## src/design/tmtw_pkg.sv

```systemverilog
package tmtw_pkg;

    localparam int SCREEN_COLUMNS = 80;
    localparam int SCREEN_ROWS = 25;
    localparam int CELL_COUNT = SCREEN_COLUMNS * SCREEN_ROWS;
    localparam int ADDR_W = $clog2(CELL_COUNT);
    localparam int CNT_W = $clog2(CELL_COUNT + 1);

    localparam int ROW_W = 5;
    localparam int COL_W = 7;
    localparam int CHAR_W = 8;
    localparam int CELL_W = 16;

    localparam logic [CHAR_W-1:0] CH_CR = 8'd13;
    localparam logic [CHAR_W-1:0] CH_LF = 8'd10;
    localparam logic [CHAR_W-1:0] CH_BS = 8'd8;
    localparam logic [CHAR_W-1:0] CH_SPACE = 8'd32;
    localparam logic [CHAR_W-1:0] RESET_COLOR = 8'd2;

    localparam logic OP_WRITE = 1'b0;
    localparam logic OP_READ = 1'b1;

    typedef enum logic [2:0] {
        CMD_READ,
        CMD_READ_NONE,
        CMD_IGNORE,
        CMD_NEWLINE,
        CMD_BACKSPACE,
        CMD_PRINT
    } cmd_kind_t;

    typedef struct packed {
        cmd_kind_t         kind;
        logic [CHAR_W-1:0] char_code;
        logic [ROW_W-1:0]  read_row;
        logic [COL_W-1:0]  read_col;
    } cmd_t;

    typedef struct packed {
        logic [CELL_W-1:0] cell_value;
        logic [ROW_W-1:0]  cursor_row;
        logic [COL_W-1:0]  cursor_col;
    } result_t;

endpackage

```

## src/design/tmtw_front.sv

```systemverilog
module tmtw_front (
    input  logic                          push,
    input  logic                          opcode,
    input  logic [tmtw_pkg::CHAR_W-1:0]   char_code,
    input  logic [tmtw_pkg::ROW_W-1:0]    read_row,
    input  logic [tmtw_pkg::COL_W-1:0]    read_col,
    input  logic                          q_full,
    input  logic                          clearing,
    output logic                          full,
    output logic                          q_push,
    output tmtw_pkg::cmd_t                cmd
);
    import tmtw_pkg::*;

    logic in_range;

    assign in_range = (32'(read_row) < SCREEN_ROWS) && (32'(read_col) < SCREEN_COLUMNS);
    assign full = q_full | clearing;
    assign q_push = push & ~full;

    always_comb
    begin
        cmd.char_code = char_code;
        cmd.read_row = read_row;
        cmd.read_col = read_col;
        if (opcode == OP_READ)
        begin
            cmd.kind = in_range ? CMD_READ : CMD_READ_NONE;
        end
        else if (char_code == CH_CR)
        begin
            cmd.kind = CMD_IGNORE;
        end
        else if (char_code == CH_LF)
        begin
            cmd.kind = CMD_NEWLINE;
        end
        else if (char_code == CH_BS)
        begin
            cmd.kind = CMD_BACKSPACE;
        end
        else
        begin
            cmd.kind = CMD_PRINT;
        end
    end

endmodule

```

## config.mk

```make
export PLATFORM = sky130hd
export DESIGN_NAME = tmtw_front
export DESIGN_NICKNAME = d
export VERILOG_FILES = /design/src/design/tmtw_pkg.sv /design/src/design/tmtw_front.sv
export SDC_FILE = /design/constraint.sdc
export NUM_CORES = 1
export LEC_CHECK = 0
export ABC_CLOCK_PERIOD_IN_PS = 800
export BUFFER_PORTS_ARGS = -buffer_cell sky130_fd_sc_hd__clkbuf_2
export CAP_MARGIN = 5
export CORE_AREA = 4 4 41 43
export DETAILED_ROUTE_END_ITERATION = 6
export DIE_AREA = 0 0 45 47
export PLACE_DENSITY = 0.73
export SLEW_MARGIN = 30
export SYNTH_ARGS = -nofsm -noshare
export SYNTH_HDL_FRONTEND = slang
export SYNTH_SLANG_ARGS = --single-unit
```

## constraint.sdc

```tcl
create_clock -name vclk -period 0.8
set_input_delay 0.08 -clock vclk [all_inputs]
set_output_delay 0.08 -clock vclk [all_outputs]
set_load 0.05 [all_outputs]
```

==> results.md, run 1 <==
- Cell area after synthesis: 256 um2
- Worst path slowest cell: o31a_4
- Yosys top cell by area: buf_4
- Clock buffers: 0
- Worst hold stages: 0
- WL/cell: 10.9 um
- Die Y: approximately 47 um
- Pins Over Slew Limit: 0
- Final hold violation count: 0
- Top-area cell type share of the netlist area: 0.585
- GR Util met1: 0.0787
- Unique masters post-synth: 16
- Worst relative slew slack: 0.796
- Fmax: 872 MHz
- Core area: 0.00130 mm2
- Filler cells: 144
- Busiest layer in global routing: met2
- Crit Path Max Fanout: 2
- Initial Util: 0.197
- Area growth from synthesis to layout: 106%
- Startpoint types: input port
- Initial antenna violation count: 0
- Share of layout cells above drive strength 1: 0.891
- Die Wd: approximately 45 um
- Gr usage total: 0.0732
- IO Count: 49
- Violated checks: negative setup slack
- I/O Buffers: 41
- Post-DP Area: roughly 410 um2
- FF+latch area: 0 um2
- Post-Layout Cell Count: 79
- Grt met3 use: 0.00383
- Sequential cell area fraction in the yosys report: 0
- Hold Crit Class: input port to output port
- Yosys warnings: 0
- Max incr delay on CP: 0.38 ns
- Min-Delay Endpoint: cmd[1]
- Worst vdd ir: 0.271 mV
- Vias per inst: 4.18
- DRC Markers: 0
- Vias: 330
- Fin nets: 90
- Tcrit/Tclk final: 1.43
- Remaining antenna violation count: 0
- Cells after DPL: 79
- Critical path arrival: 1.07 ns
- Full die area: 0.00212 mm2
- Top cells by area, synth: buf_4 59%, nor3_2 3.9%, a41oi_1 3.4%
- Row count: 13
- Num sequential: 0
- Largest net degree at the start of global routing: 5
- Tmin final: 1.15 ns
- Starting DRC count in detailed routing: 3
- Post-synthesis cell count: 36
- Mapped Nets: 60
- First-pass GRT wire length: 1.19 mm
- Count leader, synth: buf_4
- Drt first pass iters: 2
- Overflow after GRT: 0
- Worst path cell trace: buf_6 -> nor3_4 -> nand4b_1 -> o31a_4 -> clkbuf_16
- Final Instance Area: 529 um2
- PnR worst setup slack: -0.347 ns
- CP Capture Type: output port
- Avg Cell Area, Syn: 7.12 um2
- Slew @ Worst Pin: between 0.3 and 0.4 ns
- CP Data Required Time: about 0.72 ns
- Vias in the first global route: 293
- Status: finished, violations left
- MaxCap Viol Count: 0
- Final wirelength: 860 um
- Ant diodes: 0
- Synth top cells by count: 20 x buf_4, 2 x inv_1
- RSZ-0062 raised after global routing: yes
- Placer Congestion: 0.770
- Power Density: 827 mW/mm2
- Setup Viol. Count Final: 3
- Post-DP HPWL: 752 um
- GRT met2 Usage: 0.153
- Crit Path Category: input port to output port
- Worst Hold Launch: read_col[1]
- Pleak: 0.302 nW
[critical path: cells and delay by family]
family	cells	cell delay, ns
compound gates	1	0.38
simple gates	2	0.33
buf+inv	2	0.27
[through the flow]
stage / power, mW / utilization / hold WS [ns] / setup TNS [ns] / setup slack [ns]
6_report: 0.438 / 0.407 / 0.160 / -0.682 / -0.347
5_1_grt: 0.458 / 0.407 / 0.160 / -0.803 / -0.398
4_1_cts: 0.431 / 0.394 / 0.160 / -0.763 / -0.356
3_5_place_dp: 0.382 / 0.318 / 0.160 / -1.15 / -0.426
3_3_place_gp: 0.377 / 0.318 / 0.160 / -1.04 / -0.400
2_1_floorplan: 0.351 / - / 0.255 / -0.368 / -0.118
[cells by family after synthesis]
logic type / after synthesis / share of synthesized area
buffers and inverters: 22 / 0.615
and+or+nand+nor: 8 / 0.205
AOI/OAI and AO/OA: 5 / 0.146
xor gates and xnor gates: 1 / 0.0342
[final cells by class]
type	count	area [um2]	share of cell area
timing repair buffer	48	347	0.655
multi-input combinational	14	156	0.296
tap	15	18.8	0.0355
inverter	2	7.51	0.0142
[layout by cell type (no fill, tap or decap), types with 2 or more instances in the layout]
| master | n |
|---|---|
| buf_4 | 7 |
| clkbuf_2 | 33 |
| buf_6 | 2 |
| inv_1 | 2 |
| clkbuf_8 | 3 |
| clkbuf_16 | 2 |
[where the power goes]
| part | total, mW | internal [mW] | switching [mW] |
|---|---|---|---|
| registers | 0 | 0 | 0 |
| clock network | 0 | 0 | 0 |
| logic | 0.438 | 0.157 | 0.281 |
| total | 0.438 | 0.157 | 0.281 |
[worst max-delay path by stage]
stage | startpoint | to | slack [ns] | cells after the start
floorplan | char_code[5] | cmd[20] | -0.12 | 3
global placement | char_code[5] | cmd[20] | -0.40 | 5
detailed placement | char_code[5] | cmd[20] | -0.43 | 5
CTS | char_code[6] | cmd[20] | -0.36 | 5
global route | char_code[5] | cmd[20] | -0.40 | 5
finish | char_code[5] | cmd[20] | -0.35 | 5
[per-layer routing]
metal / part of all wire / vias to the layer above / wire length (um)
met5: 0 / - / 0
met1: 0.28 / 141 / 241
li1: - / 159 / -
met4: 0.029 / 0 / 25
met3: 0.16 / 2 / 138
met2: 0.53 / 28 / 454
[what timing repair did]
item / 4_1_cts / 5_1_grt
resized for setup: 16 / 8
cloned: 0 / 0
pin swaps: 5 / 5
hold buffers: 0 / 0
setup endpoints to repair: 5 / 3
setup buffers: 1 / 0
endpoints found under the hold margin: 0 / 0
(Power assumes the default switching activity.)
==> run 2: changes to the inputs <==
--- a/config.mk
+++ b/config.mk
@@ -11,7 +11,7 @@
 export CORE_AREA = 4 4 41 43
 export DETAILED_ROUTE_END_ITERATION = 6
 export DIE_AREA = 0 0 45 47
-export PLACE_DENSITY = 0.73
+export PLACE_DENSITY = 0.75
 export SLEW_MARGIN = 30
 export SYNTH_ARGS = -nofsm -noshare
 export SYNTH_HDL_FRONTEND = slang
==> run 2 against run 1 <==
Net effect: critical path type unchanged; global-route usage rose by 0.33 points; routed wire length rose by 2.8%; power fell by 1.1%; setup slack improved by 0.0066 ns; worst hold slack did not move; first-iteration DRC count fell by 100%; via count fell by 2.1%; non-clock buffer count fell by 1; the run still ends with negative setup slack left; combinational power fell by 1%.
==> results.md, run 2 (synthesis gave the netlist of run 1 again) <==
- Status: finished, violations left
- Violated checks: negative setup slack
- Cells after DPL: 78 (-1.3%)
- Max incr delay on CP: 0.38 ns (about the same)
- Vias in the first global route: 304 (+3.8%)
- Fmax: 877 MHz (+0.58%)
- Slew @ Worst Pin: 0.268 ns (-0.0345 ns)
- CP Capture Type: output port
- Vias: 323 (-2.1%)
- FF+latch area: 0 um2 (unchanged)
- CP Data Required Time: 0.72 ns (about the same)
- Critical path arrival: 1.06 ns (about the same)
- Dpl ws: -0.413 ns (+0.0128 ns)
- Logic gate share of total power: 1.000 (about the same)
- Crit Path Max Fanout: 2 (unchanged)
- Post-DP HPWL: 817 um (+8.6%)
- Post-Layout Cell Count: 78 (-1.3%)
- Buf/Inv on CP: 2 (unchanged)
- Fin nets: 89 (-1.1%)
- RSZ-0062 raised after global routing: yes
- Clock buffers: 0 (unchanged)
- Gr usage total: 0.0764 (+0.00327)
- Final wirelength: 884 um (+2.8%)
- Multi-input logic area: 156 um2 (unchanged)
- Tcrit/Tclk final: 1.43 (-0.00827)
- CP delay by family, top: compound AO/OA/AOI/OAI gates
- Drt first pass iters: 1 (-1)
- Remaining antenna violation count: 0 (unchanged)
- WL/cell: 11.3 um (+4.1%)
- First-pass GRT wire length: 1.26 mm (+5.2%)
- Ant diodes: 0 (unchanged)
- Die Y: 47 um (unchanged)
- I/O Buffers: 41 (unchanged)
- Worst relative slew slack: 0.819 (+0.0227)
- Tmin final: 1.14 ns (-0.00661 ns)
- Vias per inst: 4.14 (-0.87%)
- Core area: 0.00130 mm2 (unchanged)
- Power Density: 842 mW/mm2 (+1.8%)
- Crit Path Category: input port to output port
- Switching Share: 0.649 (+0.00762)
- Clock power share: 0 (unchanged)
- Most common cell after layout, fill and taps aside: clkbuf_2
- Hold Crit Class: input port to output port
- Worst path slowest cell: o31a_4
- Share of layout cells above drive strength 1: 0.889 (-0.00174)
- Initial Util: 0.197 (unchanged)
- Final hold violation count: 0 (unchanged)
- Min-Delay Endpoint: cmd[1]
- Hold WS: 0.160 ns (unchanged)
- Worst hold stages: 0 (unchanged)
- Pleak: 0.295 nW (-2.4%)
- Overflow after GRT: 0 (unchanged)
- Worst vdd ir: 0.308 mV (+14%)
- Largest net degree at the start of global routing: 5 (unchanged)
- DRC Markers: 0 (unchanged)
- Commonest cells after routing, fill and taps aside: 34 x clkbuf_2, 6 x buf_4
- Worst Hold Launch: read_col[1]
- Row count: 13 (unchanged)
- Net Sw Power: 0.281 mW (about the same)
- Num sequential: 0 (unchanged)
- MaxCap Viol Count: 0 (unchanged)
- PnR worst setup slack: -0.340 ns (+0.00661 ns)
- Die Wd: 45 um (unchanged)
- Placer Congestion: 0.666 (-13%)
- Int Pwr: 0.152 mW (-3.2%)
- Starting DRC count in detailed routing: 0 (-3)
- Full die area: 0.00212 mm2 (unchanged)
- Worst path cell trace: buf_6 -> nor3_4 -> nand4b_1 -> o31a_4 -> clkbuf_16
- Tot Pwr: 0.433 mW (-1.1%)
- Initial antenna violation count: 0 (unchanged)
- Startpoint types: input port
- Filler cells: 143 (-0.69%)
- Setup Viol. Count Final: 3 (unchanged)
- Area growth from synthesis to layout: 100%
- IO Count: 49 (unchanged)
- Pins Over Slew Limit: 0 (unchanged)
- Flop pwr share: 0 (unchanged)
## run 2: cell types whose count changed in the layout (fill, tap and decap cells not counted), sizes merged
cell,before,now
clkbuf,38,37
## run 2: how the worst max path moves through the flow
stage | start | endpoint | cells past startpoint
floorplan | char_code[5] | cmd[20] | 3
global placement | char_code[5] | cmd[20] | 5
detailed placement | char_code[5] | cmd[20] | 5
CTS | char_code[6] | cmd[20] | 5
global route | char_code[5] | cmd[20] | 5
finish | char_code[5] | cmd[20] | 5
## run 2: timing repair
| item | in CTS | in global routing |
|---|---|---|
| hold buffers | 0 | 0 |
| pin swaps | 5 | 5 |
| setup endpoints to repair | 5 | 3 |
| gates resized for setup | 15 | 9 |
| setup buffers | 0 | 1 |
## run 2: cell type report
cell class	count	area share
inverter	2	0.0146
multi-input combinational	14	0.304
tap	15	0.0365
timing repair buffer	47	0.645
## run 2: power by group through the flow
stage	registers (mW)	logic (mW)	clock network, mW
finish	0	0.433	0
global route	0	0.453	0
CTS	0	0.425	0
detailed placement	0	0.380	0
global placement	0	0.374	0
floorplan	0	0.351	0
## run 2: per-stage QoR
step	setup TNS [ns]	cell area, um2	utilization
after floorplan	-0.368	288	-
after global placement	-1.04	407	0.313
after detailed placement	-1.13	407	0.313
after CTS	-0.715	497	0.382
after global routing	-0.772	514	0.395
final	-0.647	514	0.395
## run 2: per-layer routing
metal,track usage,wire (um),up-vias
li1,-,-,160
met1,0.0835,259,142
met2,0.164,521,21
met3,0.00383,104,0
met4,0.00585,0,0
met5,0,0,-
