[src/design/tmtw_pkg.sv]
package tmtw_pkg;

    localparam int SCREEN_COLUMNS = 80;
    localparam int SCREEN_ROWS = 25;
    localparam int CELL_COUNT = SCREEN_COLUMNS * SCREEN_ROWS;
    localparam int ADDR_W = $clog2(CELL_COUNT);
    localparam int CNT_W = $clog2(CELL_COUNT + 1);

    localparam int ROW_W = 5;
    localparam int COL_W = 7;
    localparam int CHAR_W = 8;
    localparam int CELL_W = 16;

    localparam logic [CHAR_W-1:0] CH_CR = 8'd13;
    localparam logic [CHAR_W-1:0] CH_LF = 8'd10;
    localparam logic [CHAR_W-1:0] CH_BS = 8'd8;
    localparam logic [CHAR_W-1:0] CH_SPACE = 8'd32;
    localparam logic [CHAR_W-1:0] RESET_COLOR = 8'd2;

    localparam logic OP_WRITE = 1'b0;
    localparam logic OP_READ = 1'b1;

    typedef enum logic [2:0] {
        CMD_READ,
        CMD_READ_NONE,
        CMD_IGNORE,
        CMD_NEWLINE,
        CMD_BACKSPACE,
        CMD_PRINT
    } cmd_kind_t;

    typedef struct packed {
        cmd_kind_t         kind;
        logic [CHAR_W-1:0] char_code;
        logic [ROW_W-1:0]  read_row;
        logic [COL_W-1:0]  read_col;
    } cmd_t;

    typedef struct packed {
        logic [CELL_W-1:0] cell_value;
        logic [ROW_W-1:0]  cursor_row;
        logic [COL_W-1:0]  cursor_col;
    } result_t;

endpackage

[src/design/tmtw_cmd_queue.sv]
module tmtw_cmd_queue (
    input  logic           clk,
    input  logic           rst_n,
    input  logic           push,
    input  tmtw_pkg::cmd_t cmd_in,
    output logic           full,
    input  logic           pop,
    output logic           valid,
    output tmtw_pkg::cmd_t cmd_out
);
    import tmtw_pkg::*;

    cmd_t       entry_reg [2];
    logic       wr_ptr_reg;
    logic       wr_ptr_next;
    logic       rd_ptr_reg;
    logic       rd_ptr_next;
    logic [1:0] count_reg;
    logic [1:0] count_next;
    logic       do_push;
    logic       do_pop;

    assign full = (count_reg == 2'd2);
    assign valid = (count_reg != 2'd0);
    assign cmd_out = entry_reg[rd_ptr_reg];
    assign do_push = push & ~full;
    assign do_pop = pop & valid;

    always_comb
    begin
        wr_ptr_next = do_push ? ~wr_ptr_reg : wr_ptr_reg;
        rd_ptr_next = do_pop ? ~rd_ptr_reg : rd_ptr_reg;
        count_next = count_reg + {1'b0, do_push} - {1'b0, do_pop};
    end

    always_ff @(posedge clk or negedge rst_n)
    begin
        if (!rst_n)
        begin
            wr_ptr_reg <= 1'b0;
            rd_ptr_reg <= 1'b0;
            count_reg <= 2'd0;
        end
        else
        begin
            wr_ptr_reg <= wr_ptr_next;
            rd_ptr_reg <= rd_ptr_next;
            count_reg <= count_next;
        end
    end

    always_ff @(posedge clk)
    begin
        if (do_push)
        begin
            entry_reg[wr_ptr_reg] <= cmd_in;
        end
    end

endmodule

[config.mk]
export PLATFORM = sky130hd
export DESIGN_NAME = tmtw_cmd_queue
export DESIGN_NICKNAME = d
export VERILOG_FILES = /design/src/design/tmtw_pkg.sv /design/src/design/tmtw_cmd_queue.sv
export SDC_FILE = /design/constraint.sdc
export NUM_CORES = 1
export LEC_CHECK = 0
export BUFFER_PORTS_ARGS = -buffer_cell sky130_fd_sc_hd__buf_2
export CAP_MARGIN = 20
export CORE_ASPECT_RATIO = 0.9
export CORE_MARGIN = 8
export CORE_UTILIZATION = 51
export DETAILED_ROUTE_END_ITERATION = 6
export GPL_TIMING_DRIVEN = 0
export PLACE_DENSITY_LB_ADDON = 0.12
export SETUP_SLACK_MARGIN = 0.5
export SYNTH_ARGS = -nofsm -noshare
export SYNTH_HDL_FRONTEND = slang
export SYNTH_SLANG_ARGS = --single-unit
[constraint.sdc]
create_clock -name clk -period 2.4 [get_ports clk]
set_input_delay 0.24 -clock clk [delete_from_list [all_inputs] [get_ports clk]]
set_output_delay 0.24 -clock clk [all_outputs]
set_load 0.1 [all_outputs]
==> out/results.tsv, run 1 <==
metric	value	unit
status	completed	
clock-sinks	50	
tns	0	ns
num-fill-cells	280	
clkTransAtPathRegs	0.08	ns
fin_skew	0.00539	ns
fin_crit_sh	0.756	
hp-start	cmd_in[13]	
cts_tree	built	
reg2reg_to	count_reg[1]	
critPathLaunchType	flop	
tightest_slew	0.562	ns
postRouteAntennaNets	0	
clock_latency	0.29	ns
antenna_found_initial	0	
first_pass_iters	4	
grt_setup_unrepaired	false	
critPathCaptureType	output pin	
numCtsBuffers	5	
vias	947	
clockBufferDepth	2	
largest_reg_flops	46	
ys_ff_latch	50	
grt_pass1_wl	4.98	mm
seq_area	1480	sq um
die_h	74.7	microns
area_delta_synth_final	22.1	%
synth_cell_types	15	
antenna_cells	0	
report.final.slew_viol_count	0	
netlist_instances	90	
cp_max_fo	10	
drive_above_1_share	0.583	
first_iter_violations	40	
yosysTopAreaCell	edfxtp_1	
drcViolationCount	0	
num_rows	21	
critical_path_arrival	1.57	ns
cts_root_buf	clkbuf_8	
post_cts_buffers	0	
r2r_slack	0.68	ns
fin_crit	1.81	ns
nets	179	
ff2ff_path_depth	7	
routedWlPerCell	15.8	microns
synth-warning-count	0	
overflow	0	
grt_pass1_vias	1046	
setup_viol	0	
crit_type	reg -> out	
num_io_pins	52	
core	3700	sq um
grt_max_degree	24	
hold_path_end	entry_reg[1][13]	
r2r_start	count_reg[1]	
slew_headroom	0.625	
timing.fmax	0.551	GHz
hold_class	in -> reg	
multi_input_area	432	sq um
synthesis.nets	119	
wirelength	3.10	mm
die_area	6060	sq um
holdPathStages	1	
vias_per_cell	4.81	
io_buffer_count	51	
worstPathRequired	2.16	ns
synth.avg_cell_area	21.7	sq um
gp_congestion	0.674	
initial_core_util	0.527	
dp.final_hpwl	2.29	mm
netlist.area_leader.share	0.708	
ys_seq_area_frac	0.759	
die_width	81.2	microns
synth_area	1950	sq um
grt_use_total	0.112	
finalHoldViolCount	0	
h-tree-depth	2	
drv_cap	0	
yosys-top-cells-area	edfxtp_1 (71%), mux2_4 (15%), dfrtp_1 (5.1%)	
[metrics by stage]
stage                     hold WS, ns  instances  cell area [sq um]   util  setup WS [ns]
after floorplan               -0.0556         90               1950      -          0.597
after global placement         0.0494        187               2270  0.612          0.430
after detailed placement       0.0517        188               2280  0.616          0.518
after CTS                       0.118        197               2380  0.643          0.564
after global routing            0.111        197               2380  0.643          0.520
final                           0.128        197               2380  0.643          0.586
[critical path, stage by stage, from the launching register on]
cell and delay (ns):
dfrtp_1 0.38, buf_6 0.13, buf_6 0.15, mux2_4 0.20, buf_2 0.42
[final cells by class]
class / count / share of cell area
clock buffer: 8 / 0.0378
sequential: 50 / 0.622
inverter: 2 / 0.00315
multi-input combinational: 35 / 0.181
buffer: 3 / 0.0142
tap: 46 / 0.0242
timing repair buffer: 53 / 0.118
[cells in the final DEF (no fill, tap or decap), drive strengths merged]
cell         Yosys  routed
buf              3      55
edfxtp          46      46
mux2            23      23
clkbuf           0       8
dfrtp            4       4
xnor2            3       3
inv              2       2
ha               2       2
or2              1       1
and2             1       1
nand2b           1       1
nand2            1       1
and3             1       1
nor2             1       1
xor2             1       1
dlygate4sd3      0       1
[cells in the mapped netlist]
| cell type | count |
|---|---|
| nand2_1 | 1 |
| and3_1 | 1 |
| nand2b_1 | 1 |
| mux2_2 | 4 |
| xnor2_1 | 3 |
| buf_6 | 3 |
| dfrtp_1 | 4 |
| and2_4 | 1 |
| mux2_4 | 19 |
| xor2_1 | 1 |
| edfxtp_1 | 46 |
| or2_4 | 1 |
| nor2_1 | 1 |
| ha_1 | 2 |
| inv_1 | 2 |
[timing repair]
| item | in CTS | in global routing |
|---|---|---|
| hold buffers | 1 | 0 |
| gates resized for setup | 1 | 0 |
| hold endpoints to repair | 4 | 0 |
| endpoints found under the setup margin | 23 | 0 |
[how the worst max path moves through the flow]
| stage | start | slack, ns | endpoint |
|---|---|---|---|
| after global routing | rd_ptr_reg | 0.52 | cmd_out[19] |
| after detailed placement | count_reg[1] | 0.52 | entry_reg[1][3] |
| after CTS | rd_ptr_reg | 0.56 | cmd_out[20] |
| after floorplan | count_reg[1] | 0.60 | count_reg[1] |
| after global placement | count_reg[1] | 0.43 | entry_reg[0][3] |
| final | rd_ptr_reg | 0.59 | cmd_out[20] |
[routing by layer]
metal,GRT usage,part of all wire,vias to the layer above
met3,0.0513,0.066,6
met2,0.182,0.51,31
li1,-,-,458
met4,0.0475,0.014,0
met5,0,0,-
met1,0.126,0.41,452
[cells by family after synthesis]
family	share of synthesized area
xor gates and xnor gates	0.0180
adders and majority gates	0.0128
buffers and inverters	0.0212
DFF	0.759
muxes	0.169
and+or+nand+nor	0.0192
Power of run 1 is left out: the tool's default activity adds up to more than one toggle a clock period on the data nets, which glitch-free logic cannot reach.
==> run 2, diff against run 1 <==
- CORE_UTILIZATION: 51 -> 46
- clock period: 2.4 -> 1.5 ns (I/O delays scaled with it)
==> run 2 against run 1 <==
- the run now ends with setup timing left
- final cell count increased by 11%
- non-clock buffer count up 17
- sequential share of layout area down 15 points
- sequential cell count did not move
- hold slack lost 0.092 ns
- global-route usage up 1.4 points
- clock skew fell by 0.00068 ns
- utilization up 12 points
- critical path depth rose by 3
- first-iteration DRC count grew 28%
- clock-buffer cell count shrank 3
- die area up 8.6%
- critical endpoint is now count_reg[1]
- largest cell class unchanged
==> out/results.tsv, run 2 (synthesis gave the netlist of run 1 again) <==
metric	value	unit
status	finished with violations	
violations	setup timing	
die_h	77.8	microns
final_cells	219	
die_area	6580	sq um
critPathLaunchType	flop	
first_pass_iters	4	
grt_max_degree	15	
cp_max_fo	2	
clockBufferDepth	2	
crit_top_cell	ha_4	
num-fill-cells	252	
fin_crit	1.64	ns
layout.cells.most_common_list	edfxtp_1 (46), buf_12 (27), buf_2 (26)	
crit_path_top_delay_cell	dfrtp_2	
nets	200	
fin_crit_sh	1.10	
crit_type	reg -> reg	
drv_cap	0	
dp.final_hpwl	2.34	mm
finalWorstSetupSlack	-0.144	ns
num_io_pins	52	
grt_use_total	0.127	
area_delta_synth_final	59.8	%
io_buffer_count	51	
report.final.slew_viol_count	0	
setup_viol	43	
fin_skew	0.00471	ns
core	4070	sq um
worstPathRequired	1.71	ns
first_iter_violations	51	
wirelength	4.17	mm
grt_pass1_vias	1228	
drive_above_1_share	0.690	
cts_root_buf	clkbuf_8	
final_common_cell	edfxtp_1	
gp_congestion	0.613	
multi_input_area	564	sq um
cts_tree	built	
clock-sinks	50	
seq_area	1480	sq um
cp_slowest_stage_delay	0.41	ns
postRouteAntennaNets	0	
grt_pass1_wl	6.37	mm
routedWlPerCell	19.0	microns
critical_path_arrival	1.85	ns
antenna_cells	0	
largest_reg_flops	46	
h-tree-depth	2	
clock_latency	0.30	ns
timing.fmax	0.608	GHz
die_width	84.6	microns
overflow	0	
hold_class	in -> reg	
numCtsBuffers	5	
grt_setup_unrepaired	true	
num_rows	22	
critPathCaptureType	flop	
dp_slack	-0.199	ns
dp.cells	189	
path_cells	or2_4 > and2_4 > ha_4 > inv_2 > ha_4 > xnor2_2 > xnor2_1	
drcViolationCount	0	
clkTransAtPathRegs	0.08	ns
vias_per_cell	5.03	
slew_headroom	0.720	
vias	1102	
tightest_slew	0.421	ns
initial_core_util	0.479	
antenna_found_initial	0	
finalHoldViolCount	0	
-- run 2: changes by cell type in the layout (fill, tap and decap cells not counted), sizes merged --
cell      change
buf          +15
clkbuf        -1
nor2          +1
and3          +3
bufinv        +1
clkinv        +1
clkinvlp      +1
inv           -1
-- run 2: final cells by class --
type	count	share of cell area
plain buffers	3	0.0165
clock buffers	5	0.0221
clock inverters	2	0.0108
inverters	2	0.00361
multi-input cells	39	0.181
flip-flops and latches	50	0.476
well taps	48	0.0193
repair buffers	70	0.271
-- run 2: final timing paths --
check	start	end	slack (ns)	cells after the start
setup / recovery	count_reg[1]	count_reg[1]	-0.14	7
hold / removal	cmd_in[20]	entry_reg[1][20]	0.04	1
setup reg to reg	count_reg[1]	count_reg[1]	-0.14	7
hold reg to reg	count_reg[0]	count_reg[0]	0.65	2
max in group asynchronous	rst_n	count_reg[1]	1.19	2
min in group asynchronous	rst_n	count_reg[0]	0.17	2
-- run 2: worst max-delay path, delay by kind of cell, from the launching register on --
kind | cells | cell delay (ns)
adder cells (fa/ha/maj) | 2 | 0.40
buffers and inverters | 1 | 0.04
flip-flops | 1 | 0.41
AND/OR/NAND/NOR | 2 | 0.41
XOR/XNOR | 2 | 0.30
-- run 2: timing repair --
action,in CTS,in global routing
setup endpoints to repair,75,75
resized for setup,113,6
setup buffers,14,2
hold buffers,1,0
hold endpoints to repair,4,0
cloned,4,2
pin swaps,6,1
-- run 2: layer usage --
metal / vias up / wire length [microns] / global-route usage / share of wire
li1: 511 / - / - / -
met1: 546 / 1640 / 0.135 / 0.39
met2: 39 / 2190 / 0.216 / 0.53
met3: 6 / 282 / 0.0621 / 0.068
met4: 0 / 54 / 0.0426 / 0.013
met5: - / 0 / 0 / 0
-- run 2: stage by stage --
stage	TNS [ns]	hold WS (ns)	area, sq um	utilization
floorplan	-0.322	-0.146	2010	-
global route	-4.67	0.0168	3120	0.765
global placement	-4.19	-0.0435	2320	0.570
CTS	-2.46	0.0247	3020	0.742
finish	-2.83	0.0354	3120	0.765
detailed placement	-4.71	-0.0326	2320	0.570
Power of run 2 is left out for the same reason.
==> run 3, diff against run 2 <==
- PLACE_DENSITY: default -> 0.78
- PLACE_DENSITY_LB_ADDON: 0.12 -> default
==> run 3 against run 2 <==
- clock skew rose by 0.0015 ns
- via count shrank 1.2%
- the flow still finishes with violations (setup timing)
- die area did not move
- critical path depth decreased by 3
- critical endpoint is now cmd_out[20]
- utilization shrank 0.31 points
- fmax shrank 0.21%
- first-iteration DRC count is the same
- sequential cell count unchanged
- global-route usage fell by 0.80 points
- non-clock buffer count shrank 2
==> out/results.tsv, run 3 (synthesis gave the netlist of run 1 again) <==
metric	value	unit
drv_cap	0	
crit_type	reg -> out	
critical_path_arrival	1.50	ns
fin_crit	1.65	ns
clock_latency	0.30	ns
holdPathStages	1	
die_area	6580	sq um
fin_crit_sh	1.10	
largest_reg_flops	46	
ff2ff_path_depth	7	
nets	198	
io_buffer_count	51	
die_h	77.8	microns
cts_tree	built	
wirelength	4.35	mm
postRouteAntennaNets	0	
status	finished with violations	
first_pass_iters	4	
clkTransAtPathRegs	0.09	ns
worstPathRequired	1.35	ns
drt-met1-wl	1.68	mm
die_width	84.6	microns
clock-sinks	50	
h-tree-depth	2	
grt_pass1_vias	1138	
clockBufferDepth	2	
fin_skew	0.00616	ns
grt_max_degree	15	
top_layer_used	met4	
wl_met2	2.28	mm
cts_root_buf	clkbuf_8	
num-fill-cells	228	
drive_above_1_share	0.682	
gp_congestion	0.676	
hold_path_end	entry_reg[0][4]	
layout.cells.most_common_list	edfxtp_1 (46), buf_12 (28), buf_2 (27)	
hp-start	cmd_in[4]	
vias_per_cell	5.00	
numCtsBuffers	5	
area_delta_synth_final	59.1	%
r2r_slack	-0.11	ns
hold_slack	0.0359	ns
dp.final_hpwl	2.43	mm
num_rows	22	
grt_pass1_wl	5.89	mm
slew_headroom	0.676	
critPathCaptureType	output pin	
final_common_cell	edfxtp_1	
core	4070	sq um
routedWlPerCell	20.0	microns
cp_max_fo	8	
vias	1089	
hold_class	in -> reg	
num_io_pins	52	
overflow	0	
finalWorstSetupSlack	-0.148	ns
reg2reg_to	count_reg[1]	
report.final.slew_viol_count	0	
tightest_slew	0.489	ns
initial_core_util	0.479	
antenna_cells	0	
critPathLaunchType	flop	
setup_viol	25	
first_iter_violations	51	
r2r_start	count_reg[1]	
finalHoldViolCount	0	
grt_use_total	0.119	
drcViolationCount	0	
grt_setup_unrepaired	true	
violations	setup timing	
wl_met3	358	microns
antenna_found_initial	0	
timing.fmax	0.607	GHz
==> run 3: cell count changes in the layout (fill, tap and decap cells not counted), sizes merged <==
cell,before,now
clkinv,1,3
bufinv,1,0
clkbuf,7,8
buf,70,67
==> run 3: repair_timing <==
| action | 4_1_cts | 5_1_grt |
|---|---|---|
| pin swaps | 6 | 3 |
| buffers inserted | 4 | 9 |
| endpoints found under the hold margin | 4 | 0 |
| gates cloned | 3 | 4 |
| resized for setup | 103 | 16 |
| setup endpoints to repair | 75 | 75 |
| hold buffers | 1 | 0 |
==> run 3: per-stage QoR <==
| step | setup TNS (ns) | setup WS (ns) | std cells | area [sq um] | util |
|---|---|---|---|---|---|
| 6_report | -2.86 | -0.148 | 218 | 3100 | 0.762 |
| 5_1_grt | -3.66 | -0.172 | 218 | 3100 | 0.762 |
| 4_1_cts | -2.27 | -0.155 | 205 | 2890 | 0.709 |
| 3_5_place_dp | -5.45 | -0.232 | 189 | 2320 | 0.570 |
| 3_3_place_gp | -3.50 | -0.150 | 189 | 2320 | 0.570 |
| 2_1_floorplan | -0.322 | -0.248 | 90 | 2010 | - |
==> run 3: per-layer routing <==
metal  up-vias  track usage
met5         -            0
met2        40        0.209
met4         0       0.0373
li1        506            -
met1       538        0.118
met3         5       0.0642
==> run 3: cell type report <==
type,instances,area [sq um],share of cell area
clock buffer,5,68.8,0.0222
multi-input combinational,39,564,0.182
buffer,3,55.1,0.0177
timing repair buffer,68,850,0.274
sequential,50,1480,0.478
inverter,2,11.3,0.00363
tap,48,60.1,0.0193
clock inverter,3,11.3,0.00363
==> run 3: how the worst max path moves through the flow <==
stage                  endpoint          from
3_5_place_dp   entry_reg[0][10]  count_reg[0]
5_1_grt             cmd_out[20]    rd_ptr_reg
6_report            cmd_out[20]    rd_ptr_reg
3_3_place_gp    entry_reg[0][4]  count_reg[1]
4_1_cts            count_reg[1]  count_reg[0]
2_1_floorplan      count_reg[1]  count_reg[0]
==> run 3: worst max-delay path, stage by stage (launching register included) <==
cell       delay (ns)
dfrtp_1          0.39
buf_8            0.16
clkbuf_16        0.16
mux2_4           0.32
buf_12           0.17
Power of run 3 is left out for the same reason.
